<file path="src/hw/rtl/hred_pkg.sv">
`timescale 1ns / 1ps
`default_nettype none

package hred_pkg;

  // Header key that carries the body length, matched case-insensitively.
  localparam int unsigned KeyLen = 15;
  localparam logic [7:0] KEY_TEXT [16] = '{
    8'h63, 8'h6f, 8'h6e, 8'h74, 8'h65, 8'h6e, 8'h74, 8'h2d,
    8'h6c, 8'h65, 8'h6e, 8'h67, 8'h74, 8'h68, 8'h3a, 8'h00
  };

  // Characters that steer the parser.
  localparam logic [7:0] CHAR_CR    = 8'h0d;
  localparam logic [7:0] CHAR_LF    = 8'h0a;
  localparam logic [7:0] CHAR_SPACE = 8'h20;
  localparam logic [7:0] CHAR_TAB   = 8'h09;
  localparam logic [7:0] CHAR_PLUS  = 8'h2b;
  localparam logic [7:0] CHAR_MINUS = 8'h2d;
  localparam logic [7:0] CHAR_ZERO  = 8'h30;
  localparam logic [7:0] CHAR_NINE  = 8'h39;
  localparam logic [7:0] CHAR_UP_A  = 8'h41;
  localparam logic [7:0] CHAR_UP_Z  = 8'h5a;
  localparam logic [7:0] CHAR_LOW_C = 8'h63;

  // Phases of the length value parser.
  localparam logic [1:0] PHASE_KEY    = 2'd0;
  localparam logic [1:0] PHASE_BLANKS = 2'd1;
  localparam logic [1:0] PHASE_DIGITS = 2'd2;
  localparam logic [1:0] PHASE_DONE   = 2'd3;

  // Completion reasons.
  localparam logic [1:0] REASON_NONE     = 2'd0;
  localparam logic [1:0] REASON_COMPLETE = 2'd1;
  localparam logic [1:0] REASON_LIMIT    = 2'd2;

  // Largest magnitude of the length value.
  localparam int unsigned MagBits = 31;
  localparam logic [MagBits-1:0] MAG_MAX = '1;

  // Header parsing state.
  typedef struct packed {
    logic [3:0]         key_pos;
    logic [1:0]         phase;
    logic               negative;
    logic [MagBits-1:0] magnitude;
    logic [1:0]         blank_pos;
    logic               hdr_done;
  } hred_parse_t;

endpackage

`default_nettype wire

</file>
<file path="src/hw/rtl/hred_parser.sv">
`timescale 1ns / 1ps
`default_nettype none

// Next header parsing state for one request byte.
module hred_parser (
  input  wire logic [7:0]          data_byte_i,
  input  wire hred_pkg::hred_parse_t state_i,
  output hred_pkg::hred_parse_t    state_o
);
  import hred_pkg::*;

  logic [7:0]         lower;
  logic               is_digit;
  logic [3:0]         digit_val;
  logic [MagBits+4:0] mag_wide;
  logic [MagBits-1:0] mag_next;
  logic [7:0]         want;

  assign is_digit  = (data_byte_i >= CHAR_ZERO) && (data_byte_i <= CHAR_NINE);
  assign lower     = ((data_byte_i >= CHAR_UP_A) && (data_byte_i <= CHAR_UP_Z)) ?
                     data_byte_i + 8'd32 : data_byte_i;
  // A digit's value is the low nibble of its character code.
  assign digit_val = data_byte_i[3:0];

  // Times ten plus the digit, as two shifts and two adds, then saturate.
  assign mag_wide = ({5'd0, state_i.magnitude} << 3) + ({5'd0, state_i.magnitude} << 1)
                  + {{(MagBits+5-4){1'b0}}, digit_val};
  assign mag_next = (mag_wide > {5'd0, MAG_MAX}) ? MAG_MAX : mag_wide[MagBits-1:0];

  assign want = state_i.blank_pos[0] ? CHAR_LF : CHAR_CR;

  always_comb begin
    state_o = state_i;
    if (!state_i.hdr_done) begin
      // Key search and value parsing.
      unique case (state_i.phase)
        PHASE_KEY: begin
          if ((state_i.key_pos < 4'(KeyLen)) && (lower == KEY_TEXT[state_i.key_pos])) begin
            state_o.key_pos = state_i.key_pos + 4'd1;
            if (state_i.key_pos == 4'(KeyLen - 1)) begin
              state_o.phase = PHASE_BLANKS;
            end
          end else begin
            state_o.key_pos = (lower == CHAR_LOW_C) ? 4'd1 : 4'd0;
          end
        end
        PHASE_BLANKS: begin
          if ((data_byte_i == CHAR_SPACE) || (data_byte_i == CHAR_TAB)) begin
            state_o.phase = PHASE_BLANKS;
          end else if ((data_byte_i == CHAR_PLUS) || (data_byte_i == CHAR_MINUS)) begin
            state_o.negative = (data_byte_i == CHAR_MINUS);
            state_o.phase    = PHASE_DIGITS;
          end else if (is_digit) begin
            state_o.magnitude = mag_next;
            state_o.phase     = PHASE_DIGITS;
          end else begin
            state_o.phase = PHASE_DONE;
          end
        end
        PHASE_DIGITS: begin
          if (is_digit) begin
            state_o.magnitude = mag_next;
          end else begin
            state_o.phase = PHASE_DONE;
          end
        end
        default: begin
          state_o.phase = PHASE_DONE;
        end
      endcase

      // Blank line tracking.
      if (data_byte_i == want) begin
        if (state_i.blank_pos == 2'd3) begin
          state_o.blank_pos = 2'd0;
          state_o.hdr_done  = 1'b1;
        end else begin
          state_o.blank_pos = state_i.blank_pos + 2'd1;
        end
      end else begin
        state_o.blank_pos = (data_byte_i == CHAR_CR) ? 2'd1 : 2'd0;
      end
    end
  end

endmodule

`default_nettype wire

</file>
<file path="src/hw/rtl/http_request_end_detector_unit.sv">
`timescale 1ns / 1ps
`default_nettype none

// Channel   Direction  Handshake                Payload
// config    in         cfg_we_i                 cfg_data_i (max_request_bytes)
// byte in   in         in_valid_i / in_ready_o  data_byte_i, new_request_i
// result    out        out_valid_o / out_ready_i done_res_o, done_reason_o,
//                                               declared_length_o, bytes_seen_o,
//                                               headers_ended_o
//
// One byte is accepted per cycle while the result is not stalled. The accepting edge
// updates the parse state and counters; the length and limit comparison on that state
// is then loaded into the result register, from which the result is offered. Reset
// clears all parse state and loads the byte limit with 16383.
// A stalled result holds both stages; input is taken again once a stage frees up.
module http_request_end_detector_unit #(
  parameter int unsigned COUNT_BITS = 16
) (
  input  wire logic               clk_i,
  input  wire logic               rst_ni,
  input  wire logic               cfg_we_i,
  input  wire logic [15:0]        cfg_data_i,
  input  wire logic               in_valid_i,
  output logic                    in_ready_o,
  input  wire logic [7:0]         data_byte_i,
  input  wire logic               new_request_i,
  output logic                    out_valid_o,
  input  wire logic               out_ready_i,
  output logic                    done_res_o,
  output logic [1:0]              done_reason_o,
  output logic signed [31:0]      declared_length_o,
  output logic [15:0]             bytes_seen_o,
  output logic                    headers_ended_o
);
  import hred_pkg::*;

  localparam logic [COUNT_BITS-1:0] COUNT_MAX = '1;

  logic [15:0]           max_bytes_q;
  hred_parse_t           parse_q, parse_base, parse_next;
  logic [COUNT_BITS-1:0] total_q, total_base, total_d;
  logic [COUNT_BITS-1:0] body_q, body_base, body_d;
  logic                  stage_valid_q;
  logic                  stage_move;
  logic                  in_fire;
  logic                  out_free;
  logic [31:0]           body_ext, total_ext, mag_ext;
  logic [1:0]            reason;

  // Limit register.
  always_ff @(posedge clk_i or negedge rst_ni) begin
    if (!rst_ni) begin
      max_bytes_q <= 16'd16383;
    end else if (cfg_we_i) begin
      max_bytes_q <= cfg_data_i;
    end
  end

  // Handshake between the state stage and the result register.
  assign out_free   = !out_valid_o || out_ready_i;
  assign stage_move = stage_valid_q && out_free;
  assign in_ready_o = !stage_valid_q || out_free;
  assign in_fire    = in_valid_i && in_ready_o;

  // A new request starts from a cleared state.
  assign parse_base = new_request_i ? '0 : parse_q;
  assign total_base = new_request_i ? '0 : total_q;
  assign body_base  = new_request_i ? '0 : body_q;

  hred_parser u_parser (
    .data_byte_i (data_byte_i),
    .state_i     (parse_base),
    .state_o     (parse_next)
  );

  // Saturating byte counters.
  assign total_d = (total_base == COUNT_MAX) ? total_base : total_base + COUNT_BITS'(1);
  assign body_d  = !parse_base.hdr_done ? body_base :
                   (body_base == COUNT_MAX) ? body_base : body_base + COUNT_BITS'(1);

  // Parse state stage.
  always_ff @(posedge clk_i or negedge rst_ni) begin
    if (!rst_ni) begin
      parse_q       <= '0;
      total_q       <= '0;
      body_q        <= '0;
      stage_valid_q <= 1'b0;
    end else begin
      if (in_fire) begin
        parse_q <= parse_next;
        total_q <= total_d;
        body_q  <= body_d;
      end
      if (in_fire) begin
        stage_valid_q <= 1'b1;
      end else if (stage_move) begin
        stage_valid_q <= 1'b0;
      end
    end
  end

  // Completion check on the updated state.
  assign body_ext  = 32'(body_q);
  assign total_ext = 32'(total_q);
  assign mag_ext   = {1'b0, parse_q.magnitude};

  always_comb begin
    if (parse_q.hdr_done && (parse_q.negative || (mag_ext == 32'd0) ||
                             (body_ext >= mag_ext))) begin
      reason = REASON_COMPLETE;
    end else if (total_ext >= {16'd0, max_bytes_q}) begin
      reason = REASON_LIMIT;
    end else begin
      reason = REASON_NONE;
    end
  end

  // Result register valid.
  always_ff @(posedge clk_i or negedge rst_ni) begin
    if (!rst_ni) begin
      out_valid_o <= 1'b0;
    end else if (stage_move) begin
      out_valid_o <= 1'b1;
    end else if (out_ready_i) begin
      out_valid_o <= 1'b0;
    end
  end

  // Result payload.
  always_ff @(posedge clk_i) begin
    if (stage_move) begin
      done_res_o        <= (reason != REASON_NONE);
      done_reason_o     <= reason;
      declared_length_o <= parse_q.negative ? -$signed(mag_ext) : $signed(mag_ext);
      bytes_seen_o      <= total_ext[15:0];
      headers_ended_o   <= parse_q.hdr_done;
    end
  end

endmodule

`default_nettype wire

</file>
<file path="config.mk">
export PLATFORM = sky130hd
export DESIGN_NAME = http_request_end_detector_unit
export DESIGN_NICKNAME = d
export VERILOG_FILES = /design/src/hw/rtl/hred_pkg.sv /design/src/hw/rtl/hred_parser.sv /design/src/hw/rtl/http_request_end_detector_unit.sv
export SDC_FILE = /design/constraint.sdc
export NUM_CORES = 1
export LEC_CHECK = 0
export BUFFER_PORTS_ARGS = -buffer_cell sky130_fd_sc_hd__buf_2
export CORE_MARGIN = 2
export CORE_UTILIZATION = 35
export DETAILED_ROUTE_END_ITERATION = 10
export SLEW_MARGIN = 0
export SYNTH_ARGS = -nofsm -noshare
export SYNTH_HDL_FRONTEND = slang
export SYNTH_SLANG_ARGS = --single-unit
</file>
<file path="constraint.sdc">
create_clock -name clk_i -period 5.65 [get_ports clk_i]
set_input_delay 0.2825 -clock clk_i [delete_from_list [all_inputs] [get_ports clk_i]]
set_output_delay 0.2825 -clock clk_i [all_outputs]
set_load 0.02 [all_outputs]
</file>
After elaboration in Yosys (flattened, before gate mapping)
Memory sizes are Yosys's and may differ from the RTL's.
Cells that the tools add are included.
- register bits after elaboration: 143
- ROM bits: 128
- bits of input ports: 30
- output and inout port bits: 54
- logic and storage cells: 109
- memories: 1
- add/sub/neg operators: 8
- magnitude comparators: 9
- eq/ne operators: 14
- mux-type cells: 40
- bitwise gates (word level): 1
- reduce and logical (&&, ||, !) cells: 19
- memory list (name ; depth ; bits a word ; read ports ; clocked after Yosys merged registers in ; wr ports ; line ; RTL):
    (name not given) ; 16 ; 8 ; 1 ; 0 ; 0 ; hred_parser.sv:38 ; if ((state_i.key_pos < 4'(KeyLen)) && (lower == KEY_TEXT[state_i.key_pos])) begin
- operator list (cell ; number):
    $mux 31 ; 4
    $mux 41 ; 2
    $mux 16 ; 5
    $pmux 31 s2 ; 1
    $add 36x4->36 ; 1
    $gt 36x31->1 const B ; 1
    $add 34x32->35 ; 1
    $add 16x1->16 const B ; 2
    $eq 16x16->1 const B ; 2
    $logic_not 32->1 ; 1
    $mux 32 ; 1
    $neg 31->32 ; 1
    $ge 16x31->1 ; 1
    $eq 8x6->1 const B ; 3
    $mux 8 ; 3
    $eq 8x4->1 const B ; 2
    $eq 8x8->1 ; 2
    $ge 16x16->1 ; 1
    $mux 2 ; 8
    $mux 1 ; 12
    $add 8x6->8 const B ; 1
    $eq 8x7->1 const B ; 1
    $ge 8x6->1 const B ; 1
    $ge 8x7->1 const B ; 1
    18 further kinds ; 33

Logic depth before layout (Yosys ltp)
Gate-level depths: netlist of the first run.
- word-level depth: 10
- gate-level depth with buffers: 23
- depth with buffers taken out: 15

Modules after synthesis
A second synthesis of the first run with hierarchy kept.
- cells, all modules: 1356
- area total of the unflattened synthesis: 11593.6 µm²
- by module, submodules not included (module ; instances ; cells an instance ; area each (µm²) ; sequential area each (µm²)):
    http_request_end_detector_unit ; 1 ; 727 ; 7344.5 ; 3856.2
    hred_parser ; 1 ; 629 ; 4249.1 ; 0.0

Worst setup path before layout of the first run
OpenSTA, ideal clock, no wires.
- path kind: input port to flip-flop
- from: input port new_request_i
- to: register parse_q (netlist bit mag_ext[26])
- library setup time: 131 ps
- data arrival time: 5605 ps
- data required time: 5519 ps
- slack: -86 ps
- stages: 22
- buffers on the path: 10
- path through: buf_2 -> buf_2 -> buf_2 -> clkbuf_1 -> buf_1 -> buf_1 -> buf_1 -> clkbuf_1 -> clkbuf_1 -> nor2_1 -> ha_1 -> a21oi_1 -> nor4_2 -> nor3_1 -> o21ai_2 -> a221oi_1 -> xor2_1 -> or4_1 -> nor4_4 -> mux2i_1 -> buf_6 -> o211ai_2
- word-level cells in the longest chain between the ends: 10
- elaborated cells between the ends (all ways): 12
- those cells by class: add/sub: 2; order compare: 1; eq/ne: 2; mux: 7
- RTL lines (item ; line ; RTL):
    start, declared ; http_request_end_detector_unit.sv:26 ; input wire logic new_request_i,
    $mux 41 (*) ; http_request_end_detector_unit.sv:66 ; assign parse_base = new_request_i ? '0 : parse_q;
    $add 34x32->35 ; hred_parser.sv:26 ; assign mag_wide = ({5'd0, state_i.magnitude} << 3) + ({5'd0, state_i.magnitude} << 1)
    $add 36x4->36 ; hred_parser.sv:27 ; + {{(MagBits+5-4){1'b0}}, digit_val};
    $gt 36x31->1 ; hred_parser.sv:28 ; assign mag_next = (mag_wide > {5'd0, MAG_MAX}) ? MAG_MAX : mag_wide[MagBits-1:0];
    $mux 31 ; hred_parser.sv:28 ;
    $mux 31 ; hred_parser.sv:53, hred_parser.sv:61 ;
    $mux 31 ; hred_parser.sv:50 ; end else if ((data_byte_i == CHAR_PLUS) || (data_byte_i == CHAR_MINUS)) begin
    $mux 32 ; hred_parser.sv:48 ; if ((data_byte_i == CHAR_SPACE) || (data_byte_i == CHAR_TAB)) begin
    $pmux 31 s2 ; hred_parser.sv:36 ; unique case (state_i.phase)
    $mux 41 (*) ; hred_parser.sv:34 ; if (!state_i.hdr_done) begin
    end signal, assigned ; http_request_end_detector_unit.sv:90 ; parse_q <= parse_next;
    end, declared ; http_request_end_detector_unit.sv:40 ; hred_parse_t parse_q, parse_base, parse_next;
Every way passes the cells marked *; elsewhere a longest branch is shown, timed or not.
A chain may end at the register's enable or synchronous reset.

Worst setup path after layout of the first run
- from: register parse_q (netlist bit mag_ext[6])
- to: register parse_q (netlist bit mag_ext[30])
- word-level cells in the longest chain between the ends: 10
- RTL lines (item ; line):
    $mux 41 (*) ; http_request_end_detector_unit.sv:66
    $add 34x32->35 (*) ; hred_parser.sv:26
    $add 36x4->36 (*) ; hred_parser.sv:27
    $gt 36x31->1 ; hred_parser.sv:28
    $mux 31 (*) ; hred_parser.sv:28
    $mux 31 (*) ; hred_parser.sv:53, hred_parser.sv:61
    $mux 31 ; hred_parser.sv:50
    $mux 32 ; hred_parser.sv:48
    $pmux 31 s2 (*) ; hred_parser.sv:36
    $mux 41 (*) ; hred_parser.sv:34
Marks and branches as above.

==> results.md, run 1 <==
* Skew final at 0.00939 ns
* Worst vdd ir at 0.164 mV
* Final setup margin at 0.804 ns
* Post-DP Area at 12700 sq um
* R2r endpoint: mag_ext[30]
* Setup slack at placement at 0.875 ns
* Period minus WS final at 4.85 ns
* Slowest CP cell: dfrtp_1
* Initial antenna violation count at 1
* Reg-to-reg critical path startpoint: mag_ext[6]
* Hold worst-path end: max_bytes_q[15]
* Worst setup EP type: register
* Fin util at 39.5%
* Final Wtd Congestion at 0.942
* Maximum clock insertion buffer count at 2
* Slew margin rel. at 33.8%
* R2r setup slk at 0.80 ns
* Final Cell Area at 13300 sq um
* Worst-skew pair later-pin latency at 0.44 ns
* TritonCTS clock tree: done
* # resized after CTS at 0
* Total Power at 2.78 mW
* Starting Density at 35.6%
* Largest net degree at the start of global routing at 70
* Die area at 35700 sq um
* Antenna Nets Post-Route at 0
* #FFs+latches synth at 143
* Most used cell, CP: nor3_1
* Initial drt markers at 1075
* Critical path data required time at 5.97 ns
* Synth-to-layout area growth at 11.0%
* Max-cap violations at 0
* Status: completed
* Max Fanout on Critical Path at 23
* Fin cells at 1930
* Router iterations before antenna repair at 5
* Worst hold slack at 0.0483 ns
* CP cell instances: xnor2_1 > nor3_1 > nand3_1 > nor3_1 > o21ai_0 > and3b_1 > xor2_1 > or4_1 > nor4_4 > mux2i_4 > buf_12 > a32oi_1
* Top-count cell post-synth: nand2_1
* Vias at 11000
* Synthesized cell area at 12000 sq um
* Grt ovf at 0
* Sequential area share after synthesis at 32.2%
* Clock sinks at 143
* Setup violations, final at 0
* Synth async-reset ratio at 63.6%
* Post-synth top cells: nand2_1 (143), nor2_1 (128), a21oi_1 (102)
* Distinct cells, synth at 93
* Synth Area per Inst at 8.27 sq um
* Main synth FF type: dfrtp_1
* YS warnings at 0
* Worst slew pin tran at 0.992 ns
* Fin nets at 1556
* Vias in the first global route at 10400
* Placed Instances at 1897
* Final wirelength at 35900 um
* Slew Viols, Final at 0
* Synth top area share at 16.1%
* Mapped Nets at 1536
* CP startpoint: mag_ext[6]
* Hold Crit Start: cfg_data_i[15]
* Crit path kind: reg -> reg
* Antenna Cells at 0
* I/O Buffers at 83
* CTS HTree Levels at 4
* Worst min-delay path class: in -> reg
* Pleak at 5.05 nW
* CP max stage delay at 0.87 ns
* Crit path DAT at 5.16 ns
* Setup TNS at 0 ns
* Vias per Instance at 5.70
* Cts bufs inserted at 17
* RSZ-0062 raised after global routing: false
* Clock slew at reported path FFs at 0.07 ns
* Largest area contributor in the netlist: dfrtp_1
* Worst r2r path cells at 12
* Global-route wire length before repair at 57700 um
* Wire per inst at 18.6 um
* Hpwl dp at 25500 um
* Largest cells by area after synthesis: dfrtp_1 (16%), edfxtp_1 (13%), ha_1 (6.0%)
* Final worst path period share at 85.8%
* Hold depth at 3
* Row cnt at 67
* PwrDens at 209 nW/um^2
* Final Hold Fails at 0
* Die H at 189 um
* Die W at 189 um
* Startpoint Class: register
* FMAX at 206 MHz
* Core Box Area at 33600 sq um
* DRC Markers at 0
* GRT Total Usage at 20.3%
* Layout cells sized above 1 at 12.8%
* Root buffer cell: clkbuf_16
* # IOs at 84
* Post-synth EDFFs at 52
* Syn Inst Count at 1449
worst max-delay path by stage:
stage / end / cells after the start
after floorplan: mag_ext[26] / 23
after global placement: mag_ext[30] / 15
after detailed placement: mag_ext[30] / 15
after CTS: mag_ext[30] / 15
after global routing: mag_ext[30] / 12
final: mag_ext[30] / 12
metal layers:
| layer | track usage, % | share of wire [%] | vias to the layer above |
|---|---|---|---|
| met5 | 0 | 0 | - |
| met4 | 6.70 | 2.3 | 0 |
| met3 | 3.63 | 6.7 | 50 |
| met2 | 30.6 | 44 | 380 |
| met1 | 29.3 | 47 | 5266 |
| li1 | - | - | 5314 |
final cells by class:
class | count | area, sq um
Fill cell | 3335 | 20300
Multi-Input combinational cell | 1144 | 7460
Sequential cell | 143 | 3860
Timing Repair Buffer | 102 | 591
Tap cell | 448 | 561
Clock buffer | 17 | 425
Inverter | 61 | 229
Clock inverter | 15 | 170
critical path: cells and delay by family (launching register included):
kind | cells | cell delay (ns)
buffers and inverters | 1 | 0.26
AND/OR/NAND/NOR | 6 | 2.34
XOR/XNOR | 2 | 0.47
flip-flops | 1 | 0.87
multiplexers | 1 | 0.51
AO/OA/AOI/OAI | 2 | 0.25
state kept, by name, indices dropped and copies added, names as in the netlist:
register / count
bytes_seen_o: 16
headers_ended_o: 1
parse_q: 10
stage_valid_q: 1
done_reason_o: 2
total_q: 16
max_bytes_q: 16
mag_ext: 31
body_q: 16
done_res_o: 1
out_valid_o: 1
declared_length_o: 32
where the power goes:
group | switching [mW] | leakage [nW] | internal, mW | total, mW
registers | 0.0465 | 1.71 | 1.15 | 1.20
logic | 0.267 | 3.06 | 0.147 | 0.414
clock network | 0.536 | 0.286 | 0.630 | 1.17
layout by cell type, fill, tap and decap left out, drive strengths merged, types with 52 or more instances in the layout:
cell | synthesis | routed
ha | 57 | 57
inv | 61 | 70
a21oi | 102 | 102
dfrtp | 77 | 77
buf | 47 | 101
xnor2 | 75 | 75
nand2 | 143 | 143
edfxtp | 52 | 52
nor2 | 128 | 128
o21ai | 119 | 119
cells by family after synthesis:
family / share of synthesized area, %
buffers and inverters: 5.71
muxes: 1.06
and+or+nand+nor: 21.2
adders and majority gates: 6.37
DFF: 32.2
xor gates and xnor gates: 9.36
AOI/OAI and AO/OA: 24.1
what timing repair did:
action / in CTS / in global routing
setup buffers: 0 / 0
endpoints found under the setup margin: 0 / 0
hold buffers: 1 / 0
endpoints found under the hold margin: 8 / 0
Note: power is estimated with default switching activity, not from simulation.
==> run 2: changes to the inputs <==
- MAX_ROUTING_LAYER: not set -> met4
==> run 2 against run 1 <==
Clock-buffer cell count stayed put. Power up 0.27%. Sequential power is essentially flat. Cell count rose by 0.10%. Setup slack worse by 0.086 ns. Routed wire length rose by 0.21%. Hold slack better by 0.0066 ns. Maximum frequency fell by 1.7%. Utilization about the same. Register-to-register slack worse by 0.09 ns. Non-clock buffer count up 2. Largest cell class unchanged.
==> results.md, run 2 (synthesis gave the netlist of run 1 again) <==
* Area of the multi-input gates at 7460 sq um (about the same)
* # IOs at 84 (unchanged)
* Clock slew at reported path FFs at 0.07 ns (about the same)
* Final Wtd Congestion at 0.899 (-4.6%)
* Pleak at 5.06 nW (+0.23%)
* Fin cells at 1932 (+0.10%)
* Final worst path period share at 87.3% (+1.5 points)
* Hold Buf Count CTS at 1 (unchanged)
* I/O Buffers at 83 (unchanged)
* TritonCTS clock tree: done
* Cts bufs inserted at 17 (unchanged)
* Die H at 189 um (unchanged)
* Antenna Nets Post-Route at 0 (unchanged)
* R2r setup slk at 0.72 ns (-0.09 ns)
* Max Fanout on Critical Path at 23 (unchanged)
* Die W at 189 um (unchanged)
* Synth-to-layout area growth at 11.1% (about the same)
* Worst hold slack at 0.0549 ns (+0.00656 ns)
* Sequential cell area at 3860 sq um (unchanged)
* Fillers at 3453 (+3.5%)
* FMAX at 203 MHz (-1.7%)
* CP startpoint: mag_ext[2]
* Max-cap violations at 0 (unchanged)
* Most common cell after layout, fill and taps aside: nand2_1
* Setup slack at placement at 0.800 ns (-0.0748 ns)
* Vias at 11000 (-0.35%)
* Router iterations before antenna repair at 6 (+1)
* Starting Density at 35.6% (unchanged)
* Worst min-delay path class: in -> reg
* Most frequent cells in the layout: nand2_1 (143), nor2_1 (128), a21oi_1 (102)
* Antenna Cells at 0 (unchanged)
* Skew final at 0.0143 ns (+0.00488 ns)
* Total Power at 2.79 mW (+0.27%)
* Slew Viols, Final at 0 (unchanged)
* Slew margin rel. at 39.3% (+5.5 points)
* CTS HTree Levels at 4 (unchanged)
* Reg with most FFs: declared_length_o
* Vias per Instance at 5.68 (-0.45%)
* Startpoint Class: register
* Initial drt markers at 1170 (+8.8%)
* Clock sinks at 143 (unchanged)
* Period minus WS final at 4.93 ns (+0.0860 ns)
* Worst vdd ir at 0.148 mV (-9.8%)
* Crit path kind: reg -> reg
* Max FFs per register at 32 (unchanged)
* Placed Instances at 1899 (+0.11%)
* RSZ-0062 raised after global routing: false
* Crit path DAT at 5.25 ns (+0.09 ns)
* Hold Crit Start: cfg_data_i[15]
* Hpwl dp at 25900 um (+1.5%)
* Status: completed
* Fin nets at 1558 (+0.13%)
* Worst setup EP type: register
* Reg-to-reg critical path startpoint: mag_ext[2]
* Vias in the first global route at 10300 (-0.84%)
* Wire per inst at 18.6 um (+0.10%)
* GRT Total Usage at 20.9% (+0.61 points)
* # resized after CTS at 0 (unchanged)
* Die area at 35700 sq um (unchanged)
* Root buffer cell: clkbuf_16
* PwrDens at 210 nW/um^2 (+0.19%)
* Grt ovf at 0 (unchanged)
* Critical path data required time at 5.97 ns (about the same)
* Global-route wire length before repair at 57600 um (-0.18%)
* Post-CTS Setup Bufs at 0 (unchanged)
* Worst slew pin tran at 0.902 ns (-0.0893 ns)
* Worst-skew pair later-pin latency at 0.45 ns (about the same)
* Initial antenna violation count at 0 (-1)
* Setup TNS at 0 ns (unchanged)
* Core Box Area at 33600 sq um (unchanged)
* Maximum clock insertion buffer count at 2 (unchanged)
* Layout cells sized above 1 at 12.8% (+0.050 points)
* Final setup margin at 0.718 ns (-0.0860 ns)
* DRC Markers at 0 (unchanged)
* Setup violations, final at 0 (unchanged)
* Final Hold Fails at 0 (unchanged)
* Largest net degree at the start of global routing at 67 (-4.3%)
* Row cnt at 67 (unchanged)
* Final wirelength at 36000 um (+0.21%)
[run 2: cell count changes in the layout (fill, tap and decap cells not counted)]
cell      before  now
clkinv_2       0    1
inv_8          2    3
o21ai_2        3    2
clkinv_4       1    0
buf_4         18   20
o21ai_1       16   17
inv_6          7    6
[run 2: final timing paths]
check	to	cells past startpoint
max reg2reg	mag_ext[30]	15
min reg2reg	parse_q[1]	2
min	max_bytes_q[15]	3
max	mag_ext[30]	15
max in group asynchronous	max_bytes_q[1]	3
min in group asynchronous	total_q[8]	2
[run 2: power breakdown]
group | switching (mW) | internal (mW) | total, mW
Combinational | 0.267 | 0.147 | 0.414
Clock | 0.544 | 0.630 | 1.17
Sequential | 0.0464 | 1.15 | 1.20
[run 2: area by class of cell]
type,instances,share of cell area [%]
flip-flops and latches,143,29.0
multi-input cells,1144,56.1
inverters,61,1.72
well taps,448,4.21
clock buffers,17,3.20
clock inverters,15,1.27
repair buffers,104,4.55
[run 2: worst max-delay path, cell delays in order (launching register included)]
cell and delay [ns]:
dfrtp_1 0.48, inv_1 0.26, nor2_1 0.12, ha_1 0.26, a21oi_1 0.21, o22ai_2 0.18
a211o_1 0.32, a22oi_1 0.47, o41ai_1 0.15, xor2_1 0.22, or3b_4 0.47, or3_4 0.41
nor4_4 0.36, mux2i_4 0.51, buf_12 0.25, a32oi_1 0.12
[run 2: metrics by stage]
step	util [%]	cell area, sq um
4_1_cts	39.6	13300
6_report	39.6	13300
2_1_floorplan	-	12000
3_3_place_gp	37.8	12700
5_1_grt	39.6	13300
3_5_place_dp	37.8	12700
[run 2: per-layer routing]
layer | up-vias | global-route usage [%] | wire length [um]
li1 | 5311 | - | -
met1 | 5307 | 29.1 | 17200
met4 | 0 | 6.10 | 773
met5 | - | - | 0
met2 | 313 | 31.0 | 16000
met3 | 41 | 3.69 | 2110
